<file path="config.mk">
export PLATFORM = sky130hd
export DESIGN_NAME = biquad_iir_filter_flat
export DESIGN_NICKNAME = d
export VERILOG_FILES = /design/src/bqd_pkg.sv /design/src/bqd_in_if.sv /design/src/bqd_out_if.sv /design/src/bqd_sequencer.sv /design/src/bqd_datapath.sv /design/src/biquad_iir_filter.sv /design/src/flat_wrapper.sv
export SDC_FILE = /design/constraint.sdc
export NUM_CORES = 1
export LEC_CHECK = 0
export ABC_AREA = 1
export BUFFER_PORTS_ARGS = -buffer_cell sky130_fd_sc_hd__buf_2
export CAP_MARGIN = 25
export CORE_MARGIN = 4
export CORE_UTILIZATION = 55
export DETAILED_ROUTE_END_ITERATION = 6
export PLACE_DENSITY = 0.79
export SLEW_MARGIN = 20
export SYNTH_ARGS = -nofsm -noshare
export SYNTH_HDL_FRONTEND = slang
export SYNTH_HIERARCHICAL = 1
export SYNTH_SLANG_ARGS = --single-unit
</file>
<file path="constraint.sdc">
create_clock -name clk -period 9.85 [get_ports clk]
set_input_delay 0.985 -clock clk [delete_from_list [all_inputs] [get_ports clk]]
set_output_delay 0.985 -clock clk [all_outputs]
set_load 0.05 [all_outputs]
</file>
<file path="src/bqd_pkg.sv">
// Shared types, constants and microcode program for the biquad filter.
`default_nettype none
package bqd_pkg;

  localparam int SAMPLE_BITS_DEF    = 16;
  localparam int COEF_FRAC_BITS_DEF = 14;
  localparam int COEF_W             = 18;
  localparam int STATE_W            = 36;
  localparam int NUM_STEPS          = 9;
  localparam int STEP_W             = $clog2(NUM_STEPS);
  localparam int CFG_IDX_W          = 3;

  typedef enum logic [CFG_IDX_W-1:0] {
    CI_B0 = 3'd0,
    CI_B1 = 3'd1,
    CI_B2 = 3'd2,
    CI_A1 = 3'd3,
    CI_A2 = 3'd4
  } coef_idx_t;

  typedef enum logic [2:0] {
    ACC_HOLD,
    ACC_LD_D1,
    ACC_LD_D2,
    ACC_LD_P,
    ACC_ADD,
    ACC_SUB
  } acc_op_t;

  typedef struct packed {
    logic      wait_in;
    logic      ld_x;
    logic      mul_en;
    coef_idx_t coef_sel;
    logic      mul_y;
    acc_op_t   acc_op;
    logic      y_wr;
    logic      d1_wr;
    logic      d2_wr;
    logic      emit;
    logic      last;
  } ctrl_t;

  typedef struct packed {
    logic in_valid;
    logic out_busy;
  } seq_stat_t;

  function automatic ctrl_t ucode_rom(logic [STEP_W-1:0] step);
    ctrl_t c;
    c.wait_in  = 1'b0;
    c.ld_x     = 1'b0;
    c.mul_en   = 1'b0;
    c.coef_sel = CI_B0;
    c.mul_y    = 1'b0;
    c.acc_op   = ACC_HOLD;
    c.y_wr     = 1'b0;
    c.d1_wr    = 1'b0;
    c.d2_wr    = 1'b0;
    c.emit     = 1'b0;
    c.last     = 1'b0;
    case (step)
      4'd0: begin
        c.wait_in = 1'b1;
        c.ld_x    = 1'b1;
        c.acc_op  = ACC_LD_D1;
      end
      4'd1: begin
        c.mul_en   = 1'b1;
        c.coef_sel = CI_B0;
      end
      4'd2: begin
        c.acc_op = ACC_ADD;
      end
      4'd3: begin
        c.y_wr     = 1'b1;
        c.mul_en   = 1'b1;
        c.coef_sel = CI_B1;
        c.acc_op   = ACC_LD_D2;
      end
      4'd4: begin
        c.acc_op   = ACC_ADD;
        c.mul_en   = 1'b1;
        c.coef_sel = CI_A1;
        c.mul_y    = 1'b1;
      end
      4'd5: begin
        c.acc_op   = ACC_SUB;
        c.mul_en   = 1'b1;
        c.coef_sel = CI_B2;
      end
      4'd6: begin
        c.d1_wr    = 1'b1;
        c.acc_op   = ACC_LD_P;
        c.mul_en   = 1'b1;
        c.coef_sel = CI_A2;
        c.mul_y    = 1'b1;
      end
      4'd7: begin
        c.acc_op = ACC_SUB;
      end
      4'd8: begin
        c.d2_wr = 1'b1;
        c.emit  = 1'b1;
        c.last  = 1'b1;
      end
      default: begin
        c.last = 1'b1;
      end
    endcase
    return c;
  endfunction

endpackage
`default_nettype wire

</file>
<file path="src/bqd_in_if.sv">
// Input sample channel: valid/ready handshake with one sample.
`default_nettype none
interface bqd_in_if #(
  parameter int SAMPLE_BITS = 16
);
  logic                          valid;
  logic                          ready;
  logic signed [SAMPLE_BITS-1:0] sample_in;

  modport source (output valid, output sample_in, input ready);
  modport sink   (input valid, input sample_in, output ready);
endinterface
`default_nettype wire

</file>
<file path="src/bqd_out_if.sv">
// Result channel: valid/ready handshake with the filtered sample and clip flag.
`default_nettype none
interface bqd_out_if #(
  parameter int SAMPLE_BITS = 16
);
  logic                          valid;
  logic                          ready;
  logic signed [SAMPLE_BITS-1:0] sample_out;
  logic                          clipped;

  modport source (output valid, output sample_out, output clipped, input ready);
  modport sink   (input valid, input sample_out, input clipped, output ready);
endinterface
`default_nettype wire

</file>
<file path="src/bqd_sequencer.sv">
// Microcode sequencer: step counter, program lookup and conditional holds.
`default_nettype none
module bqd_sequencer (
  input  wire logic              clk,
  input  wire logic              rst_n,
  input  wire bqd_pkg::seq_stat_t stat,
  output bqd_pkg::ctrl_t         ctrl,
  output logic                   fire
);
  import bqd_pkg::*;

  logic [STEP_W-1:0] step_r;
  logic [STEP_W-1:0] step_nxt;

  always_comb begin
    ctrl = ucode_rom(step_r);
    fire = 1'b1;
    if (ctrl.wait_in && !stat.in_valid) begin
      fire = 1'b0;
    end
    if (ctrl.emit && stat.out_busy) begin
      fire = 1'b0;
    end
    step_nxt = step_r;
    if (fire) begin
      step_nxt = ctrl.last ? '0 : step_r + STEP_W'(1);
    end
  end

  always_ff @(posedge clk) begin
    if (!rst_n) begin
      step_r <= '0;
    end else begin
      step_r <= step_nxt;
    end
  end

endmodule
`default_nettype wire

</file>
<file path="src/bqd_datapath.sv">
// Datapath: coefficient registers, shared multiplier, accumulator, state and output register.
`default_nettype none
module bqd_datapath #(
  parameter int SAMPLE_BITS    = bqd_pkg::SAMPLE_BITS_DEF,
  parameter int COEF_FRAC_BITS = bqd_pkg::COEF_FRAC_BITS_DEF
) (
  input  wire logic                              clk,
  input  wire logic                              rst_n,
  input  wire bqd_pkg::ctrl_t                    ctrl,
  input  wire logic                              fire,
  input  wire logic                              cfg_we,
  input  wire logic [bqd_pkg::CFG_IDX_W-1:0]     cfg_idx,
  input  wire logic [bqd_pkg::COEF_W-1:0]        cfg_wdata,
  input  wire logic signed [SAMPLE_BITS-1:0]     x_in,
  input  wire logic                              out_ready,
  output logic                                   out_valid,
  output logic signed [SAMPLE_BITS-1:0]          y_out,
  output logic                                   clip_out,
  output logic                                   out_busy
);
  import bqd_pkg::*;

  localparam int PROD_W = COEF_W + SAMPLE_BITS;
  localparam int ACC_W  = ((PROD_W > STATE_W) ? PROD_W : STATE_W) + 2;
  localparam logic signed [ACC_W-1:0] HALF_A =
    ACC_W'(64'sd1 <<< (COEF_FRAC_BITS - 1));
  localparam logic signed [ACC_W-1:0] Y_MAX_A =
    ACC_W'((64'sd1 <<< (SAMPLE_BITS - 1)) - 64'sd1);
  localparam logic signed [ACC_W-1:0] Y_MIN_A = -Y_MAX_A - ACC_W'(1);
  localparam logic signed [ACC_W-1:0] ST_MAX_A =
    ACC_W'((64'sd1 <<< (STATE_W - 1)) - 64'sd1);
  localparam logic signed [ACC_W-1:0] ST_MIN_A = -ST_MAX_A - ACC_W'(1);
  localparam logic signed [SAMPLE_BITS-1:0] Y_MAX = {1'b0, {(SAMPLE_BITS-1){1'b1}}};
  localparam logic signed [SAMPLE_BITS-1:0] Y_MIN = {1'b1, {(SAMPLE_BITS-1){1'b0}}};
  localparam logic signed [STATE_W-1:0] ST_MAX = {1'b0, {(STATE_W-1){1'b1}}};
  localparam logic signed [STATE_W-1:0] ST_MIN = {1'b1, {(STATE_W-1){1'b0}}};

  logic signed [COEF_W-1:0]      b0_r, b1_r, b2_r, a1_r, a2_r;
  logic signed [SAMPLE_BITS-1:0] x_r;
  logic signed [SAMPLE_BITS-1:0] y_r;
  logic signed [PROD_W-1:0]      p_r;
  logic signed [ACC_W-1:0]       acc_r;
  logic signed [ACC_W-1:0]       acc_nxt;
  logic signed [STATE_W-1:0]     d1_r, d2_r;
  logic                          hit_r;
  logic                          out_valid_r;
  logic signed [SAMPLE_BITS-1:0] y_out_r;
  logic                          clip_out_r;

  logic signed [COEF_W-1:0]      coef_v;
  logic signed [SAMPLE_BITS-1:0] mul_b;
  logic signed [PROD_W-1:0]      prod;
  logic signed [ACC_W-1:0]       rnd;
  logic signed [SAMPLE_BITS-1:0] y_sat;
  logic                          y_hit;
  logic signed [STATE_W-1:0]     st_sat;
  logic                          st_hit;

  always_comb begin
    case (ctrl.coef_sel)
      CI_B0:   coef_v = b0_r;
      CI_B1:   coef_v = b1_r;
      CI_B2:   coef_v = b2_r;
      CI_A1:   coef_v = a1_r;
      CI_A2:   coef_v = a2_r;
      default: coef_v = b0_r;
    endcase
    mul_b = ctrl.mul_y ? y_r : x_r;
    prod  = PROD_W'(coef_v) * PROD_W'(mul_b);

    rnd   = (acc_r + HALF_A) >>> COEF_FRAC_BITS;
    y_hit = 1'b1;
    if (rnd > Y_MAX_A) begin
      y_sat = Y_MAX;
    end else if (rnd < Y_MIN_A) begin
      y_sat = Y_MIN;
    end else begin
      y_sat = rnd[SAMPLE_BITS-1:0];
      y_hit = 1'b0;
    end

    st_hit = 1'b1;
    if (acc_r > ST_MAX_A) begin
      st_sat = ST_MAX;
    end else if (acc_r < ST_MIN_A) begin
      st_sat = ST_MIN;
    end else begin
      st_sat = acc_r[STATE_W-1:0];
      st_hit = 1'b0;
    end

    case (ctrl.acc_op)
      ACC_HOLD:  acc_nxt = acc_r;
      ACC_LD_D1: acc_nxt = ACC_W'(d1_r);
      ACC_LD_D2: acc_nxt = ACC_W'(d2_r);
      ACC_LD_P:  acc_nxt = ACC_W'(p_r);
      ACC_ADD:   acc_nxt = acc_r + ACC_W'(p_r);
      ACC_SUB:   acc_nxt = acc_r - ACC_W'(p_r);
      default:   acc_nxt = acc_r;
    endcase
  end

  always_ff @(posedge clk) begin
    if (!rst_n) begin
      b0_r <= COEF_W'(1 << COEF_FRAC_BITS);
      b1_r <= '0;
      b2_r <= '0;
      a1_r <= '0;
      a2_r <= '0;
    end else if (cfg_we) begin
      case (cfg_idx)
        CI_B0:   b0_r <= cfg_wdata;
        CI_B1:   b1_r <= cfg_wdata;
        CI_B2:   b2_r <= cfg_wdata;
        CI_A1:   a1_r <= cfg_wdata;
        CI_A2:   a2_r <= cfg_wdata;
        default: ;
      endcase
    end
  end

  always_ff @(posedge clk) begin
    if (!rst_n) begin
      d1_r <= '0;
      d2_r <= '0;
    end else if (fire) begin
      if (ctrl.d1_wr) begin
        d1_r <= st_sat;
      end
      if (ctrl.d2_wr) begin
        d2_r <= st_sat;
      end
    end
  end

  always_ff @(posedge clk) begin
    if (fire) begin
      acc_r <= acc_nxt;
      if (ctrl.ld_x) begin
        x_r   <= x_in;
        hit_r <= 1'b0;
      end
      if (ctrl.mul_en) begin
        p_r <= prod;
      end
      if (ctrl.y_wr) begin
        y_r   <= y_sat;
        hit_r <= hit_r | y_hit;
      end
      if (ctrl.d1_wr) begin
        hit_r <= hit_r | st_hit;
      end
      if (ctrl.emit) begin
        y_out_r    <= y_r;
        clip_out_r <= hit_r | st_hit;
      end
    end
  end

  always_ff @(posedge clk) begin
    if (!rst_n) begin
      out_valid_r <= 1'b0;
    end else if (fire && ctrl.emit) begin
      out_valid_r <= 1'b1;
    end else if (out_ready) begin
      out_valid_r <= 1'b0;
    end
  end

  assign out_valid = out_valid_r;
  assign y_out     = y_out_r;
  assign clip_out  = clip_out_r;
  assign out_busy  = out_valid_r & ~out_ready;

endmodule
`default_nettype wire

</file>
<file path="src/biquad_iir_filter.sv">
// Biquad IIR filter, transposed direct form II, one shared multiplier under microcode.
// The input is taken at the first microcode step; the result is loaded into the output register at the last step.
// A new sample is taken only at the first step, after the last sample is done; five products share one multiplier.
// The next sample is taken while a result waits; a stalled output holds the last step.
// Reset (rst_n, synchronous): coefficients to b0 = 1.0, others 0; delay sums cleared.
`default_nettype none
module biquad_iir_filter #(
  parameter int SAMPLE_BITS    = bqd_pkg::SAMPLE_BITS_DEF,
  parameter int COEF_FRAC_BITS = bqd_pkg::COEF_FRAC_BITS_DEF
) (
  input  wire logic                          clk,
  input  wire logic                          rst_n,
  bqd_in_if.sink                             in_ch,
  bqd_out_if.source                          out_ch,
  input  wire logic                          cfg_we,
  input  wire logic [bqd_pkg::CFG_IDX_W-1:0] cfg_idx,
  input  wire logic [bqd_pkg::COEF_W-1:0]    cfg_wdata
);
  import bqd_pkg::*;

  ctrl_t     ctrl;
  logic      fire;
  seq_stat_t stat;
  logic      out_busy;

  assign stat.in_valid = in_ch.valid;
  assign stat.out_busy = out_busy;
  assign in_ch.ready   = ctrl.wait_in;

  bqd_sequencer u_seq (
    .clk   (clk),
    .rst_n (rst_n),
    .stat  (stat),
    .ctrl  (ctrl),
    .fire  (fire)
  );

  bqd_datapath #(
    .SAMPLE_BITS    (SAMPLE_BITS),
    .COEF_FRAC_BITS (COEF_FRAC_BITS)
  ) u_dp (
    .clk       (clk),
    .rst_n     (rst_n),
    .ctrl      (ctrl),
    .fire      (fire),
    .cfg_we    (cfg_we),
    .cfg_idx   (cfg_idx),
    .cfg_wdata (cfg_wdata),
    .x_in      (in_ch.sample_in),
    .out_ready (out_ch.ready),
    .out_valid (out_ch.valid),
    .y_out     (out_ch.sample_out),
    .clip_out  (out_ch.clipped),
    .out_busy  (out_busy)
  );

endmodule
`default_nettype wire

</file>
<file path="src/flat_wrapper.sv">
// flat-port wrapper written by rule: the top's interface ports become plain ports
module biquad_iir_filter_flat import bqd_pkg::*;
#(
  parameter int SAMPLE_BITS    = bqd_pkg::SAMPLE_BITS_DEF,
  parameter int COEF_FRAC_BITS = bqd_pkg::COEF_FRAC_BITS_DEF
)
  (clk, rst_n, cfg_we, cfg_idx, cfg_wdata, in_ch_valid, in_ch_sample_in, in_ch_ready, out_ch_valid, out_ch_sample_out, out_ch_clipped, out_ch_ready);
  bqd_in_if #(.SAMPLE_BITS(SAMPLE_BITS)) in_ch_i ();
  bqd_out_if #(.SAMPLE_BITS(SAMPLE_BITS)) out_ch_i ();
  input  wire logic clk;
  input  wire logic rst_n;
  input  wire logic cfg_we;
  input  wire logic [bqd_pkg::CFG_IDX_W-1:0] cfg_idx;
  input  wire logic [bqd_pkg::COEF_W-1:0] cfg_wdata;
  input wire logic [$bits(in_ch_i.valid)-1:0] in_ch_valid;
  input wire logic [$bits(in_ch_i.sample_in)-1:0] in_ch_sample_in;
  output wire logic [$bits(in_ch_i.ready)-1:0] in_ch_ready;
  output wire logic [$bits(out_ch_i.valid)-1:0] out_ch_valid;
  output wire logic [$bits(out_ch_i.sample_out)-1:0] out_ch_sample_out;
  output wire logic [$bits(out_ch_i.clipped)-1:0] out_ch_clipped;
  input wire logic [$bits(out_ch_i.ready)-1:0] out_ch_ready;
  assign in_ch_i.valid = in_ch_valid;
  assign in_ch_i.sample_in = in_ch_sample_in;
  assign in_ch_ready = in_ch_i.ready;
  assign out_ch_valid = out_ch_i.valid;
  assign out_ch_sample_out = out_ch_i.sample_out;
  assign out_ch_clipped = out_ch_i.clipped;
  assign out_ch_i.ready = out_ch_ready;
  biquad_iir_filter #(.SAMPLE_BITS(SAMPLE_BITS), .COEF_FRAC_BITS(COEF_FRAC_BITS)) u_core (.clk(clk), .rst_n(rst_n), .in_ch(in_ch_i), .out_ch(out_ch_i), .cfg_we(cfg_we), .cfg_idx(cfg_idx), .cfg_wdata(cfg_wdata));
endmodule
</file>
==> results.toml, run 1 <==
[status]
status = "finished clean"

[sta]
fmax_ghz = 0.116
fin_crit_ns = 8.63
final.setup.tns_ns = 0
grt_setup_unrepaired = "no"
setup_viol = 0
fin_crit_sh_pct = 87.6
hold_viol = 0
clock_skew_ns = 0.0454
slew_violations = 0
relSlewSlack_pct = 35.5
tightest_slew_ns = 0.957

[drt]
wl_um = 79600
drt-wirelength-per-cell_um = 18.1
drt_iter0_drc = 2234
ant_nets = 0
vias = 24329
drc = 0
first_pass_iters = 6
vias_per_cell = 5.55

[cts]
htree_levels = 2
holdBufCountCts = 0
cts.repair.resized = 0
cts_tree = "yes"
numCtsBuffers = 34
clock-sinks = 289
cts-root-buf = "clkbuf_16"
clockBufferDepth = 3
postCtsSetupRepairBufs = 0
path_clk_slew_ns = 0.07
clk_latency_ns = 0.56

[worst_setup_path]
worst_path_largest_cell_delay_ns = 0.76
reg2reg_slack_ns = 1.22
crit_fanout = 31
crit_type = "flip-flop to flip-flop"
required_ns = 10.14
r2r_start = "u_core/u_seq/step_r[0]$_SDFFE_PN0P_"
rr_endpoint = "u_core/u_dp/p_r[32]$_DFFE_PP_"
path_delay_family = "adder cells"
cpMostUsedCell = "fa_1"
start_kind = "flip-flop"
cp_data_arrival_time_ns = 8.91
endpoint_kind = "flip-flop"
path_buf_inv = 8
worst-r2r-cell-count = 30
slowest_stage = "nor4_1"

[die]
core_mm2 = 0.0493
row_count = 81
die_area_mm2 = 0.0537
start_util_pct = 55.9
die_h_um = 232
die_x_um = 232
ios = 61

[cells_and_area]
area_growth_syn_to_layout_pct = 8.36
final_nets = 4159
final_area_mm2 = 0.0299
num-fill-cells = 4410
antenna_cells = 0
drive_gt1_share_pct = 6.64
fin_util_pct = 60.6

[place]
finalWeightedCongestion = 0.986
dp_hpwl_um = 61600
portBuffers = 60
place_area_mm2 = 0.0286

[grt]
grt_max_degree = 84
overflow = 0
grt_pass1_wl_um = 128000
grt_pass1_vias = 23859
grtUsageTotal_pct = 29.8
antenna_found_initial = 0

[worst_hold_path]
worst_hold_path_type = "flip-flop to flip-flop"
whs_endpoint = "u_core/u_dp/y_out[2]$_DFFE_PP_"
whs_path_depth = 0
hp-start = "u_core/u_dp/y_r[2]$_SDFFCE_PP1P_"

[run]
cap_violations = 0

[synth]
yosys_warnings = 6
syn_avg_cell_area_um2 = 7.52
synth_area_mm2 = 0.0276
syn_inst = 3663
syn_nets = 4126
## flip-flops by register name, summed over array words and instances, names as in the netlist
name                   flops
u_core/u_dp/y_out         16
u_core/u_dp/d1_r          36
u_core/u_dp/y_r           16
u_core/u_seq/step_r        4
u_core/u_dp/clip_out       1
u_core/u_dp/a1_r          18
u_core/u_dp/a2_r          18
u_core/u_dp/x_r           16
u_core/u_dp/p_r           34
u_core/u_dp/b1_r          18
u_core/u_dp/d2_r          36
u_core/u_dp/hit_r          1
u_core/u_dp/b2_r          18
u_core/u_dp/b0_r          18
u_core/u_dp/acc_r         38
u_core/u_dp/out_valid      1
## worst max-delay path by stage
stage,endpoint,cells after the start,from,slack (ns)
4_1_cts,u_core/u_dp/p_r[32]$_DFFE_PP_,30,u_core/u_seq/step_r[0]$_SDFFE_PN0P_,1.38
6_report,u_core/u_dp/p_r[32]$_DFFE_PP_,30,u_core/u_seq/step_r[0]$_SDFFE_PN0P_,1.22
5_1_grt,u_core/u_dp/p_r[32]$_DFFE_PP_,30,u_core/u_seq/step_r[0]$_SDFFE_PN0P_,0.87
3_3_place_gp,u_core/u_dp/p_r[20]$_DFFE_PP_,29,u_core/u_seq/step_r[0]$_SDFFE_PN0P_,1.54
2_1_floorplan,u_core/u_dp/p_r[33]$_DFFE_PP_,29,u_core/u_seq/step_r[0]$_SDFFE_PN0P_,2.78
3_5_place_dp,u_core/u_dp/p_r[20]$_DFFE_PP_,29,u_core/u_seq/step_r[0]$_SDFFE_PN0P_,1.39
## cell usage in the layout, fill, tap and decap left out, types with 9 or more instances in the layout
master     instances
nor2_2            10
inv_1            743
nor3_1            15
xor2_1            64
nor2_1           575
o21ai_0          270
or2_2             15
a221oi_1          17
edfxtp_1         122
o21bai_1          16
a22oi_1           15
clkinv_1           9
nand3b_1          14
nand3_1          124
xnor2_1           11
clkbuf_16         36
buf_4             41
inv_2             20
fa_1             291
buf_2             60
o22ai_1           18
o21ai_1           10
nand4_1           24
ha_1             130
a21oi_1          177
nand2_1          608
o21ai_2           14
dfxtp_1          167
## routing by layer
metal | GRT usage, % | part of all wire, %
met2 | 47.6 | 45
met5 | 0 | 0
met3 | 6.16 | 9.4
met4 | 14.0 | 5.4
met1 | 39.1 | 40
## layout make-up
type,count,area [µm²],area share [%]
Clock buffer,41,950,3.18
Clock inverter,21,295,0.989
Inverter,769,2890,9.67
Multi-Input combinational cell,2500,17300,57.8
Sequential cell,289,7010,23.5
Tap cell,664,831,2.78
Timing Repair Buffer,102,636,2.13
## through the flow
step | hold slack [ns] | instances | setup WS [ns]
2_1_floorplan | 0.425 | 3663 | 2.78
3_3_place_gp | 0.441 | 4322 | 1.54
3_5_place_dp | 0.442 | 4324 | 1.39
4_1_cts | 0.459 | 4386 | 1.38
5_1_grt | 0.474 | 4386 | 0.871
6_report | 0.455 | 4386 | 1.22
Power of run 1 is not shown: default switching activity piles up to over one toggle a cycle in this logic, so the estimate is an artifact.
==> run 2: changes to the inputs <==
--- a/config.mk
+++ b/config.mk
@@ -6,12 +6,12 @@
 export NUM_CORES = 1
 export LEC_CHECK = 0
 export ABC_AREA = 1
-export BUFFER_PORTS_ARGS = -buffer_cell sky130_fd_sc_hd__buf_2
+export BUFFER_PORTS_ARGS = -buffer_cell sky130_fd_sc_hd__buf_4
 export CAP_MARGIN = 25
 export CORE_MARGIN = 4
-export CORE_UTILIZATION = 55
+export CORE_UTILIZATION = 51
 export DETAILED_ROUTE_END_ITERATION = 6
-export PLACE_DENSITY = 0.79
+export PLACE_DENSITY_LB_ADDON = 0.25
 export SLEW_MARGIN = 20
 export SYNTH_ARGS = -nofsm -noshare
 export SYNTH_HDL_FRONTEND = slang
==> results.toml, run 2 (synthesis gave the netlist of run 1 again) <==
[status]
status = "finished clean"

[worst_setup_path]
path_buf_inv = 8
reg2reg_slack_ns = 1.48
crit_fanout = 16
cp_data_arrival_time_ns = 8.67
worst-r2r-cell-count = 25
start_kind = "flip-flop"
endpoint_kind = "flip-flop"
cp.depth = 25
worst_path_largest_cell_delay_ns = 0.94
cpMostUsedCell = "inv_1"
crit_type = "flip-flop to flip-flop"
path_delay_family = "adder cells"
slowest_stage = "o21ai_0"
required_ns = 10.15

[die]
die_h_um = 240
start_util_pct = 52.0
die_x_um = 240
ios = 61
die_area_mm2 = 0.0578
core_mm2 = 0.0530
row_count = 84

[sta]
grt_setup_unrepaired = "no"
slew_violations = 0
relSlewSlack_pct = 31.7
hold_viol = 0
hold_ws_ns = 0.452
fin_crit_sh_pct = 84.9
fmax_ghz = 0.120
clock_skew_ns = 0.0246
fin_crit_ns = 8.37
setup_viol = 0
final.setup.tns_ns = 0
tightest_slew_ns = 1.01

[cells_and_area]
top_register = "u_core/u_dp/acc_r"
reg_top3 = "u_core/u_dp/acc_r (38), u_core/u_dp/d1_r (36), u_core/u_dp/d2_r (36)"
area_growth_syn_to_layout_pct = 9.18
final_nets = 4163
num-fill-cells = 5053
largest_reg_flops = 38
fin_util_pct = 56.8
drive_gt1_share_pct = 6.76
antenna_cells = 0
final_cell_mix = "743 x inv_1, 608 x nand2_1, 575 x nor2_1"
final_common_cell = "inv_1"

[drt]
drt-wirelength-per-cell_um = 18.3
drt_iter0_drc = 2342
wl_um = 80800
first_pass_iters = 6
vias_per_cell = 5.43
drc = 0
vias = 23954
ant_nets = 0

[grt]
grt_max_degree = 83
grtUsageMet3_pct = 3.81
gr-max-usage-layer = "met2"
use_met2_pct = 46.0
grt_pass1_wl_um = 129000
grt_pass1_vias = 23511
gr-usage-met1_pct = 38.9
antenna_found_initial = 0
overflow = 0
grtUsageTotal_pct = 28.2

[cts]
path_clk_slew_ns = 0.06
postCtsSetupRepairBufs = 0
htree_levels = 2
numCtsBuffers = 36
cts.repair.resized = 0
clockBufferDepth = 3
cts_tree = "yes"
clk_latency_ns = 0.57
holdBufCountCts = 0
clock-sinks = 289
cts-root-buf = "clkbuf_16"

[place]
finalWeightedCongestion = 1.01
portBuffers = 60
dp_hpwl_um = 62900

[worst_hold_path]
whs_path_depth = 2
worst_hold_path_type = "flip-flop to flip-flop"

[run]
cap_violations = 0
[run 2: worst paths after layout]
| check | to | startpoint |
|---|---|---|
| hold / removal | u_core/u_dp/a1_r[5]$_SDFFE_PN0P_ | u_core/u_dp/a1_r[5]$_SDFFE_PN0P_ |
| setup reg to reg | u_core/u_dp/p_r[31]$_DFFE_PP_ | u_core/u_seq/step_r[0]$_SDFFE_PN0P_ |
| setup / recovery | u_core/u_dp/p_r[31]$_DFFE_PP_ | u_core/u_seq/step_r[0]$_SDFFE_PN0P_ |
| hold reg to reg | u_core/u_dp/a1_r[5]$_SDFFE_PN0P_ | u_core/u_dp/a1_r[5]$_SDFFE_PN0P_ |
[run 2: area by class of cell]
cell class	count	area, µm²	share of cell area [%]
clock inverter	18	234	0.778
inverter	769	2890	9.60
multi-input combinational	2500	17300	57.3
sequential	289	7010	23.3
timing repair buffer	104	788	2.62
clock buffer	47	1050	3.51
tap	688	861	2.86
[run 2: worst register-to-register path: cells and delay by family, from the launching register on]
kind / cells / cell delay (ns)
XOR/XNOR: 1 / 0.16
AND/OR/NAND/NOR: 4 / 1.03
adder cells (fa/ha/maj): 8 / 3.75
AO/OA/AOI/OAI: 4 / 1.63
buffers and inverters: 8 / 1.17
flip-flops: 1 / 0.40
[run 2: metrics by stage]
step	area [µm²]	std cells	setup slack [ns]
after global routing	30100	4415	1.13
final	30100	4415	1.48
after floorplan	27600	3663	2.78
after detailed placement	28800	4350	1.43
after CTS	30100	4415	1.41
after global placement	28800	4348	1.51
[run 2: routing by layer]
metal / wire [µm] / up-vias / share of wire (%)
li1: - / 11483 / -
met1: 34200 / 11286 / 42
met2: 36900 / 1009 / 46
met3: 6470 / 176 / 8.0
met4: 3150 / 0 / 3.9
met5: 0 / - / 0
Power of run 2 is left out for the same reason.
